[src/sv/lsrc_pkg.sv]
// Shared types, widths and pipeline stage indices for the line segment clipper.
package lsrc_pkg;

  // Coordinate formats.
  localparam int unsigned COORD_W    = 16;
  localparam int unsigned SIZE_W     = COORD_W - 1;
  localparam int unsigned DIFF_W     = COORD_W + 1;
  localparam int unsigned EDGE_W     = COORD_W + 2;
  localparam int unsigned MAG_W      = COORD_W;

  // Clip parameters are unsigned Q1.RATIO_BITS.
  localparam int unsigned RATIO_BITS = 16;
  localparam int unsigned T_W        = RATIO_BITS + 1;
  localparam logic [T_W-1:0] T_ONE   = {1'b1, {RATIO_BITS{1'b0}}};

  // One quotient bit per divider stage.
  localparam int unsigned DIV_STEPS  = T_W;

  // Edge order of the clip tests.
  localparam int unsigned NUM_EDGES   = 4;
  localparam int unsigned EDGE_LEFT   = 0;
  localparam int unsigned EDGE_RIGHT  = 1;
  localparam int unsigned EDGE_TOP    = 2;
  localparam int unsigned EDGE_BOTTOM = 3;

  // Pipeline stage indices.
  localparam int unsigned ST_PREP  = 0;
  localparam int unsigned ST_CLASS = 1;
  localparam int unsigned ST_DIV0  = 2;
  localparam int unsigned ST_DIVN  = ST_DIV0 + DIV_STEPS - 1;
  localparam int unsigned ST_SEL   = ST_DIVN + 1;
  localparam int unsigned ST_MUL   = ST_SEL + 1;
  localparam int unsigned ST_OUT   = ST_MUL + 1;
  localparam int unsigned NUM_ST   = ST_OUT + 1;

  // Input beat: one segment and one clip rectangle.
  typedef struct packed {
    logic signed [COORD_W-1:0] start_x;
    logic signed [COORD_W-1:0] start_y;
    logic signed [COORD_W-1:0] end_x;
    logic signed [COORD_W-1:0] end_y;
    logic signed [COORD_W-1:0] clip_left;
    logic signed [COORD_W-1:0] clip_top;
    logic        [SIZE_W-1:0]  clip_width;
    logic        [SIZE_W-1:0]  clip_height;
  } in_beat_t;

  // Output beat: visible flag and clipped endpoints.
  typedef struct packed {
    logic                      visible;
    logic signed [COORD_W-1:0] clipped_start_x;
    logic signed [COORD_W-1:0] clipped_start_y;
    logic signed [COORD_W-1:0] clipped_end_x;
    logic signed [COORD_W-1:0] clipped_end_y;
  } out_beat_t;

endpackage

[src/sv/lsrc_divider.sv]
// Pipelined restoring divider: floor(num * 2^RATIO_BITS / den) for num <= den.
module lsrc_divider (
  input  logic                                clk_i,
  input  logic [lsrc_pkg::DIV_STEPS-1:0]      en_i,
  input  logic [lsrc_pkg::MAG_W-1:0]          num_i,
  input  logic [lsrc_pkg::MAG_W-1:0]          den_i,
  output logic [lsrc_pkg::T_W-1:0]            quot_o
);

  logic [lsrc_pkg::MAG_W-1:0] rem_q  [lsrc_pkg::DIV_STEPS];
  logic [lsrc_pkg::T_W-1:0]   quot_q [lsrc_pkg::DIV_STEPS];
  logic [lsrc_pkg::MAG_W-1:0] den_q  [lsrc_pkg::DIV_STEPS-1];

  // Each stage settles one quotient bit, most significant first. The first
  // stage compares the numerator itself, the later ones the doubled remainder.
  for (genvar j = 0; j < lsrc_pkg::DIV_STEPS; j++) begin : g_step
    logic [lsrc_pkg::MAG_W:0]   sh;
    logic [lsrc_pkg::MAG_W+1:0] diff;
    logic                       ge;
    logic [lsrc_pkg::MAG_W-1:0] den_in;
    logic [lsrc_pkg::T_W-1:0]   quot_in;

    if (j == 0) begin : g_first
      assign sh      = {1'b0, num_i};
      assign den_in  = den_i;
      assign quot_in = '0;
    end else begin : g_next
      assign sh      = {rem_q[j-1], 1'b0};
      assign den_in  = den_q[j-1];
      assign quot_in = quot_q[j-1];
    end

    assign diff = {1'b0, sh} - {2'b00, den_in};
    assign ge   = ~diff[lsrc_pkg::MAG_W+1];

    always_ff @(posedge clk_i) begin
      if (en_i[j]) begin
        rem_q[j]  <= ge ? diff[lsrc_pkg::MAG_W-1:0] : sh[lsrc_pkg::MAG_W-1:0];
        quot_q[j] <= {quot_in[lsrc_pkg::T_W-2:0], ge};
      end
    end

    // The divisor only travels as far as a later stage needs it.
    if (j < lsrc_pkg::DIV_STEPS - 1) begin : g_den
      always_ff @(posedge clk_i) begin
        if (en_i[j]) begin
          den_q[j] <= den_in;
        end
      end
    end
  end

  assign quot_o = quot_q[lsrc_pkg::DIV_STEPS-1];

endmodule

[config.mk]
export PLATFORM = sky130hd
export DESIGN_NAME = lsrc_divider
export DESIGN_NICKNAME = d
export VERILOG_FILES = /design/src/sv/lsrc_pkg.sv /design/src/sv/lsrc_divider.sv
export SDC_FILE = /design/constraint.sdc
export NUM_CORES = 1
export LEC_CHECK = 0
export BUFFER_PORTS_ARGS = -buffer_cell sky130_fd_sc_hd__buf_2
export CORE_MARGIN = 1
export CORE_UTILIZATION = 60
export DETAILED_ROUTE_END_ITERATION = 8
export PLACE_DENSITY = 0.77
export SLEW_MARGIN = 5
export SYNTH_ARGS = -nofsm -noshare
export SYNTH_HDL_FRONTEND = slang
export SYNTH_SLANG_ARGS = --single-unit
[constraint.sdc]
create_clock -name clk_i -period 11.4 [get_ports clk_i]
set_input_delay 3.42 -clock clk_i [delete_from_list [all_inputs] [get_ports clk_i]]
set_output_delay 3.42 -clock clk_i [all_outputs]
set_load 0.01 [all_outputs]
==> metrics.cfg, run 1 <==
[routing]
antenna_left = 0
drc_errors = 0
num_vias = 22289
drt_iter0_markers = 1626
routed_via_density = 5.876
drt-pass1-iter-count = 6
wirelength_um = 67290
avgRoutedWirePerCell_um = 17.74

[cells_and_area]
diodes = 0
nets = 3298
area_growth_pct = 9.617
mostFrequentLayoutCell = edfxtp_1
design_area_mm2 = 0.03861
final_cell_mix = edfxtp_1 (665), inv_1 (323), ha_1 (256)
layout-drive-gt1-share_pct = 10.87

[floorplanning]
die_y_um = 244.3
initial_core_util_pct = 60.93
rows = 88
die_w_um = 244.3
die-area_mm2 = 0.05967
ioPinCount = 67
core_mm2 = 0.05781

[timing]
finalHoldViolations = 0
rsz0062_at_grt = false
fin_tns_setup_ns = 0
hold_ws_ns = 0.4100
worst_pin_slew_ns = 1.174
finalCritPeriodShare_pct = 52.32
fin_skew_ns = 0.02986
relSlewSlack_pct = 21.76
min_period_ns = 5.964
finalMaxSlewViolations = 0
fmax_mhz = 167.7
setup_ws_ns = 5.436
finalSetupViolCount = 0

[power_and_ir_drop]
power_density_mw_per_mm2 = 273.5
power.leakage_nw = 15.83
worst_ir_drop_vdd_uv = 164.6
report.power.total_w = 0.01056

[synthesis]
synth_area_leaders = edfxtp_1 (57%), ha_1 (9.1%), mux2_2 (4.2%), inv_1 (3.4%), o21ai_0 (2.6%)
ys_seq_area_share_pct = 56.70
synth_top_area_share_pct = 56.70
yosys_register_bits = 665
syn_nets = 3193
synth_cell_types = 77
ys_warn_count = 0
syn_avg_cell_area_um2 = 12.27
async_flop_share_pct = 0
synth_cells = 2871
synth_area_mm2 = 0.03522
ys.flop_type = edfxtp_1
synth_edf_count = 665
synth_top_area_cell = edfxtp_1

[clock_network]
ctsResizeCount = 0
cts-root-buf = clkbuf_16
numCtsBuffers = 72
clock-sinks = 665
post_cts_buffers = 0
tritoncts = yes
cts_max_path_buffers = 3
cts_hold_buf = 0
cts_max_level = 3
insertion_delay_ns = 0.61
path_clk_slew_ns = 0.06

[worst_setup_path]
reg2reg_slack_ns = 7.67
worstReg2RegStart = rem_q[0][16]
critical_path_required_ns = 11.73
cp-end-kind = flip-flop
start_kind = input port
r2r-end = rem_q[0][42]
crit_type = in -> reg
worstSetupEndpoint = rem_q[0][5]
arrival_ns = 6.29
worstRegToRegCells = 9
cp-startpoint = num_i[0]
crit_fanout = 25

[placement]
place_congestion = 0.8872
port_buffers = 66
pre_cts_slack_ns = 4.862
place_area_mm2 = 0.03638
dp_hpwl_um = 49680

[job]
cap_violations = 0

[global_routing]
grt_overflow = 0
antenna_found_initial = 0
grt_util_all_layers_pct = 22.80
grt_start_max_net_pins = 49
first_global_vias = 22407
grt_first_pass_wirelength_um = 110200

[worst_hold_path]
hp-class = reg -> reg

[status]
status = complete, no violations

==> worst min-delay path by stage <==
stage / slack [ns] / depth (start not counted) / from / to
3_3_place_gp: 0.40 / 0 / quot_q[0][210] / quot_q[0][228]
6_report: 0.41 / 0 / quot_q[0][88] / quot_q[0][106]
3_5_place_dp: 0.40 / 0 / quot_q[0][104] / quot_q[0][122]
4_1_cts: 0.42 / 0 / quot_q[0][233] / quot_q[0][251]
5_1_grt: 0.42 / 0 / quot_q[0][198] / quot_q[0][216]
2_1_floorplan: 0.40 / 0 / quot_q[0][85] / quot_q[0][103]
==> flip-flops by register name, indices dropped and copies added, names as in the netlist <==
register / count
rem_q: 256
quot_q: 153
den_q: 256
==> layout make-up <==
class | count | area [um^2]
clock inverter | 36 | 314.1
multi-input combinational | 1841 | 13860
tap | 765 | 957.2
clock buffer | 90 | 1912
sequential | 665 | 19970
inverter | 323 | 1212
fill | 4106 | 19200
timing repair buffer | 73 | 382.9
==> routing by layer <==
metal / share of wire [%] / global-route usage [%]
met2: 51 / 40.31
met3: 4.1 / 3.194
met5: 0 / 0
met4: 2.8 / 8.401
met1: 42 / 28.42
==> cell usage after synthesis (8+ instances only) <==
library cell and count:
a211oi_1 32, a21o_1 99, a21oi_1 167, a31oi_1 16, and2_1 17, and3_1 28, buf_2 11, clkbuf_1 28
edfxtp_1 665, fa_1 16, ha_1 256, inv_1 323, mux2_2 131, mux2_4 8, nand2_1 148, nand2b_1 21
nand3_1 28, nand3b_1 10, nand4_1 11, nor2_1 151, nor2b_1 36, nor3_1 57, nor4_1 9, o211ai_1 18
o21a_1 56, o21ai_0 185, o21bai_1 20, o31a_1 14, o31ai_1 12, or3_1 12, xnor2_1 90, xor2_1 83
==> report_power, final <==
group	internal (W)	leakage, nW	total, W	switching (W)
Sequential	0.00359	6.51	0.00393	0.000342
Combinational	0.00204	8.23	0.00441	0.00237
Clock	0.00130	1.09	0.00221	0.000913
Total	0.00693	15.8	0.0106	0.00363
==> logic make-up (layout without fill, tap and decap cells) <==
kind of cell / Yosys count / count (layout) / share of synthesized area [%]
buffers and inverters: 365 / 522 / 3.983
flip-flops: 665 / 665 / 56.70
XOR/XNOR: 173 / 173 / 4.302
multiplexers: 146 / 146 / 4.729
AND/OR/NAND/NOR: 552 / 552 / 7.546
AO/OA/AOI/OAI: 698 / 698 / 12.74
adder cells (fa/ha/maj): 272 / 272 / 10.00
==> critical path: stages <==
cell,delay [ns]
buf_2,0.09
inv_1,0.03
ha_1,0.22
fa_1,0.41
nor2b_1,0.21
o31ai_1,0.13
a32oi_1,0.29
nand3_1,0.16
a31oi_1,0.36
a31o_2,0.57
mux2_2,0.40
==> metrics by stage <==
stage / cells / utilization [%]
6_report: 3793 / 66.79
5_1_grt: 3793 / 66.79
4_1_cts: 3793 / 66.79
3_5_place_dp: 3667 / 62.94
3_3_place_gp: 3667 / 62.94
2_1_floorplan: 2871 / -
Note: power is estimated with default switching activity, not from simulation.
==> inputs of run 2 (changes only) <==
--- a/config.mk
+++ b/config.mk
@@ -5,9 +5,10 @@
 export SDC_FILE = /design/constraint.sdc
 export NUM_CORES = 1
 export LEC_CHECK = 0
+export ABC_AREA = 1
 export BUFFER_PORTS_ARGS = -buffer_cell sky130_fd_sc_hd__buf_2
 export CORE_MARGIN = 1
-export CORE_UTILIZATION = 60
+export CORE_UTILIZATION = 58
 export DETAILED_ROUTE_END_ITERATION = 8
 export PLACE_DENSITY = 0.77
 export SLEW_MARGIN = 5
==> constraint.sdc (replaced) <==
create_clock -name clk_i -period 4.8 [get_ports clk_i]
set_input_delay 1.44 -clock clk_i [delete_from_list [all_inputs] [get_ports clk_i]]
set_output_delay 1.44 -clock clk_i [all_outputs]
set_load 0.01 [all_outputs]
==> metrics.cfg, run 2 <==
[clock_network]
path_clk_slew_ns = 0.06  ; about the same
ctsResizeCount = 0  ; unchanged
tritoncts = yes  ; unchanged
post_cts_buffers = 0  ; unchanged
insertion_delay_ns = 0.62  ; was 0.61 ns
cts-root-buf = clkbuf_16  ; unchanged
cts_max_path_buffers = 3  ; unchanged
cts_max_level = 3  ; unchanged
numCtsBuffers = 72  ; unchanged
cts_hold_buf = 0  ; unchanged
clock-sinks = 665  ; unchanged

[timing]
setup_ws_ns = 2.024  ; was 5.436 ns
worst_pin_slew_ns = 1.103  ; was 1.174 ns
finalHoldViolations = 0  ; unchanged
min_period_ns = 2.776
fin_tns_setup_ns = 0  ; unchanged
fin_skew_ns = 0.03248  ; was 0.02986 ns
fmax_mhz = 360.3
relSlewSlack_pct = 26.47  ; was 21.76%
rsz0062_at_grt = false  ; unchanged
finalSetupViolCount = 0  ; unchanged
finalMaxSlewViolations = 0  ; unchanged
finalCritPeriodShare_pct = 57.83

[worst_setup_path]
crit_type = in -> reg  ; unchanged
cp_num_buf_inv = 4  ; was 2
start_kind = input port  ; unchanged
slowest_delay_ns = 0.40  ; was 0.57 ns
critical_path_required_ns = 5.16  ; was 11.73 ns
cp_common_cell = nand2_1
crit_fanout = 25  ; unchanged
cp-end-kind = flip-flop  ; unchanged
critPathSlowestCell = fa_1  ; was a31o_2
crit_family = simple AND/OR/NAND/NOR gates  ; was compound AO/OA/AOI/OAI gates
crit_chain = buf_2 > inv_1 > ha_1 > fa_1 > inv_1 > nand3_1 > nand3_2 > nand2_1 > nand2_2 > nand2_1 > nand2_4 > inv_6 > nand2_1 > o21ai_2  ; was buf_2 > inv_1 > ha_1 > fa_1 > nor2b_1 > o31ai_1 > a32oi_1 > nand3_1 > a31oi_1 > a31o_2 > mux2_2
arrival_ns = 3.14  ; was 6.29 ns

[cells_and_area]
final_util_pct = 64.03  ; was 66.79%
fillers = 5500  ; was 4106
diodes = 0  ; unchanged
area_growth_pct = 8.702  ; was 9.617%
final_cell_mix = nand2_1 (1791), inv_1 (841), edfxtp_1 (665)  ; was edfxtp_1 (665), inv_1 (323), ha_1 (256)
nets = 5127  ; was 3298
layout-drive-gt1-share_pct = 6.850  ; was 10.87%
mostFrequentLayoutCell = nand2_1  ; was edfxtp_1
top_regs = den_q: 256 flops, rem_q: 256 flops, quot_q: 153 flops  ; unchanged

[floorplanning]
die_y_um = 263.9  ; was 244.3 um
initial_core_util_pct = 58.90  ; was 60.93%
rows = 95  ; was 88
core_mm2 = 0.06751  ; was 0.05781 mm^2
ioPinCount = 67  ; unchanged
die_w_um = 263.9  ; was 244.3 um
die-area_mm2 = 0.06962  ; was 0.05967 mm^2

[placement]
dp_hpwl_um = 65070  ; was 49680 um
place_congestion = 0.8943  ; was 0.8872
pre_cts_slack_ns = 1.395  ; was 4.862 ns
port_buffers = 66  ; unchanged

[global_routing]
first_global_vias = 27186  ; was 22407
grt_first_pass_wirelength_um = 136900  ; was 110200 um
grt_util_all_layers_pct = 24.47  ; was 22.80%
grt_start_max_net_pins = 49  ; unchanged
antenna_found_initial = 0  ; unchanged
grt_overflow = 0  ; unchanged

[routing]
routed_via_density = 5.182  ; was 5.876
drt_iter0_markers = 2442  ; was 1626
drc_errors = 0  ; unchanged
avgRoutedWirePerCell_um = 14.80  ; was 17.74 um
num_vias = 29716  ; was 22289
drt-pass1-iter-count = 6  ; unchanged
wirelength_um = 84870  ; was 67290 um
antenna_left = 0  ; unchanged

[synthesis]
ys_seq_area_share_pct = 50.21  ; was 56.70%
synth_edf_count = 665  ; unchanged
syn_avg_cell_area_um2 = 8.467  ; was 12.27 um^2
async_flop_share_pct = 0  ; unchanged
ys.flop_type = edfxtp_1  ; unchanged
synth_area_leaders = edfxtp_1 (50%), nand2_1 (17%), ha_1 (8.1%), inv_1 (7.9%), nand3_1 (3.1%)  ; was edfxtp_1 (57%), ha_1 (9.1%), mux2_2 (4.2%), inv_1 (3.4%), o21ai_0 (2.6%)
yosys_register_bits = 665  ; unchanged
syn_nets = 5019  ; was 3193
synth_top_area_cell = edfxtp_1  ; unchanged
synth_area_mm2 = 0.03977  ; was 0.03522 mm^2
synthTopCellsByCount = nand2_1 (1791), inv_1 (841), edfxtp_1 (665)  ; was edfxtp_1 (665), inv_1 (323), ha_1 (256)
synth_cell_types = 33  ; was 77
ys_warn_count = 0  ; unchanged
synth_cells = 4697  ; was 2871
synth_top_area_share_pct = 50.21  ; was 56.70%
yosysMostFrequentCell = nand2_1  ; was edfxtp_1

[worst_hold_path]
hp-class = reg -> reg  ; unchanged

[power_and_ir_drop]
report.power.total_w = 0.02628  ; was 0.01056 W
worst_ir_drop_vdd_uv = 312.3  ; was 164.6 uV
power_density_mw_per_mm2 = 608.0  ; was 273.5 mW/mm^2
power.leakage_nw = 21.70  ; was 15.83 nW

[status]
status = complete, no violations  ; unchanged

[job]
cap_violations = 0  ; unchanged

-- run 2: worst paths after layout --
check	cells past startpoint	startpoint	end	slack [ns]
max	14	num_i[0]	rem_q[0][0]	2.02
min	0	quot_q[0][245]	quot_q[0][263]	0.39
max reg2reg	10	rem_q[0][54]	rem_q[0][75]	2.51
min reg2reg	0	quot_q[0][245]	quot_q[0][263]	0.39
-- run 2: kinds of logic after synthesis --
logic type               Yosys count  share of synthesized area (%)
AND/OR/NAND/NOR                 2552                          26.92
buffers and inverters            908                          9.215
flip-flops                       665                          50.21
adder cells (fa/ha/maj)          272                          8.860
AO/OA/AOI/OAI                    203                          2.662
XOR/XNOR                          97                          2.136
-- run 2: area by class of cell --
| class | instances | area, um^2 | area share, % |
|---|---|---|---|
| well taps | 873 | 1092 | 2.527 |
| inverters | 876 | 3313 | 7.664 |
| clock buffers | 82 | 1839 | 4.255 |
| multi-input cells | 3124 | 16140 | 37.32 |
| flip-flops and latches | 665 | 19970 | 46.19 |
| repair buffers | 66 | 330.3 | 0.7641 |
| clock inverters | 48 | 550.5 | 1.273 |
-- run 2: worst register-to-register path, stage by stage (launching register included) --
cell and delay [ns]:
edfxtp_1 0.47, ha_1 0.41, nand2_2 0.12, nor2_2 0.13
nand3_1 0.13, nand3_2 0.12, nand2_2 0.06, nand2_4 0.19
inv_2 0.20, nand2_1 0.10, nand2_1 0.09
-- run 2: report_power, final --
group	switching, W	internal (W)	total [W]	leakage, nW
clock	0.00233	0.00328	0.00562	1.16
sequential	0.000878	0.00839	0.00927	6.51
combinational	0.00747	0.00393	0.0114	14.0
-- run 2: per-layer routing --
| layer | part of all wire, % | GRT usage (%) | vias to the layer above |
|---|---|---|---|
| li1 | - | - | 15164 |
| met1 | 45 | 33.36 | 13569 |
| met2 | 47 | 40.81 | 808 |
| met3 | 5.3 | 3.020 | 175 |
| met4 | 2.7 | 7.857 | 0 |
| met5 | 0 | 0 | - |
-- run 2: per-stage QoR --
stage,instances,hold WS [ns],instance area (um^2)
6_report,5734,0.3908,43230
5_1_grt,5734,0.4115,43230
4_1_cts,5734,0.3973,43230
3_5_place_dp,5604,0.4045,40840
3_3_place_gp,5604,0.4008,40840
2_1_floorplan,4697,0.4003,39770
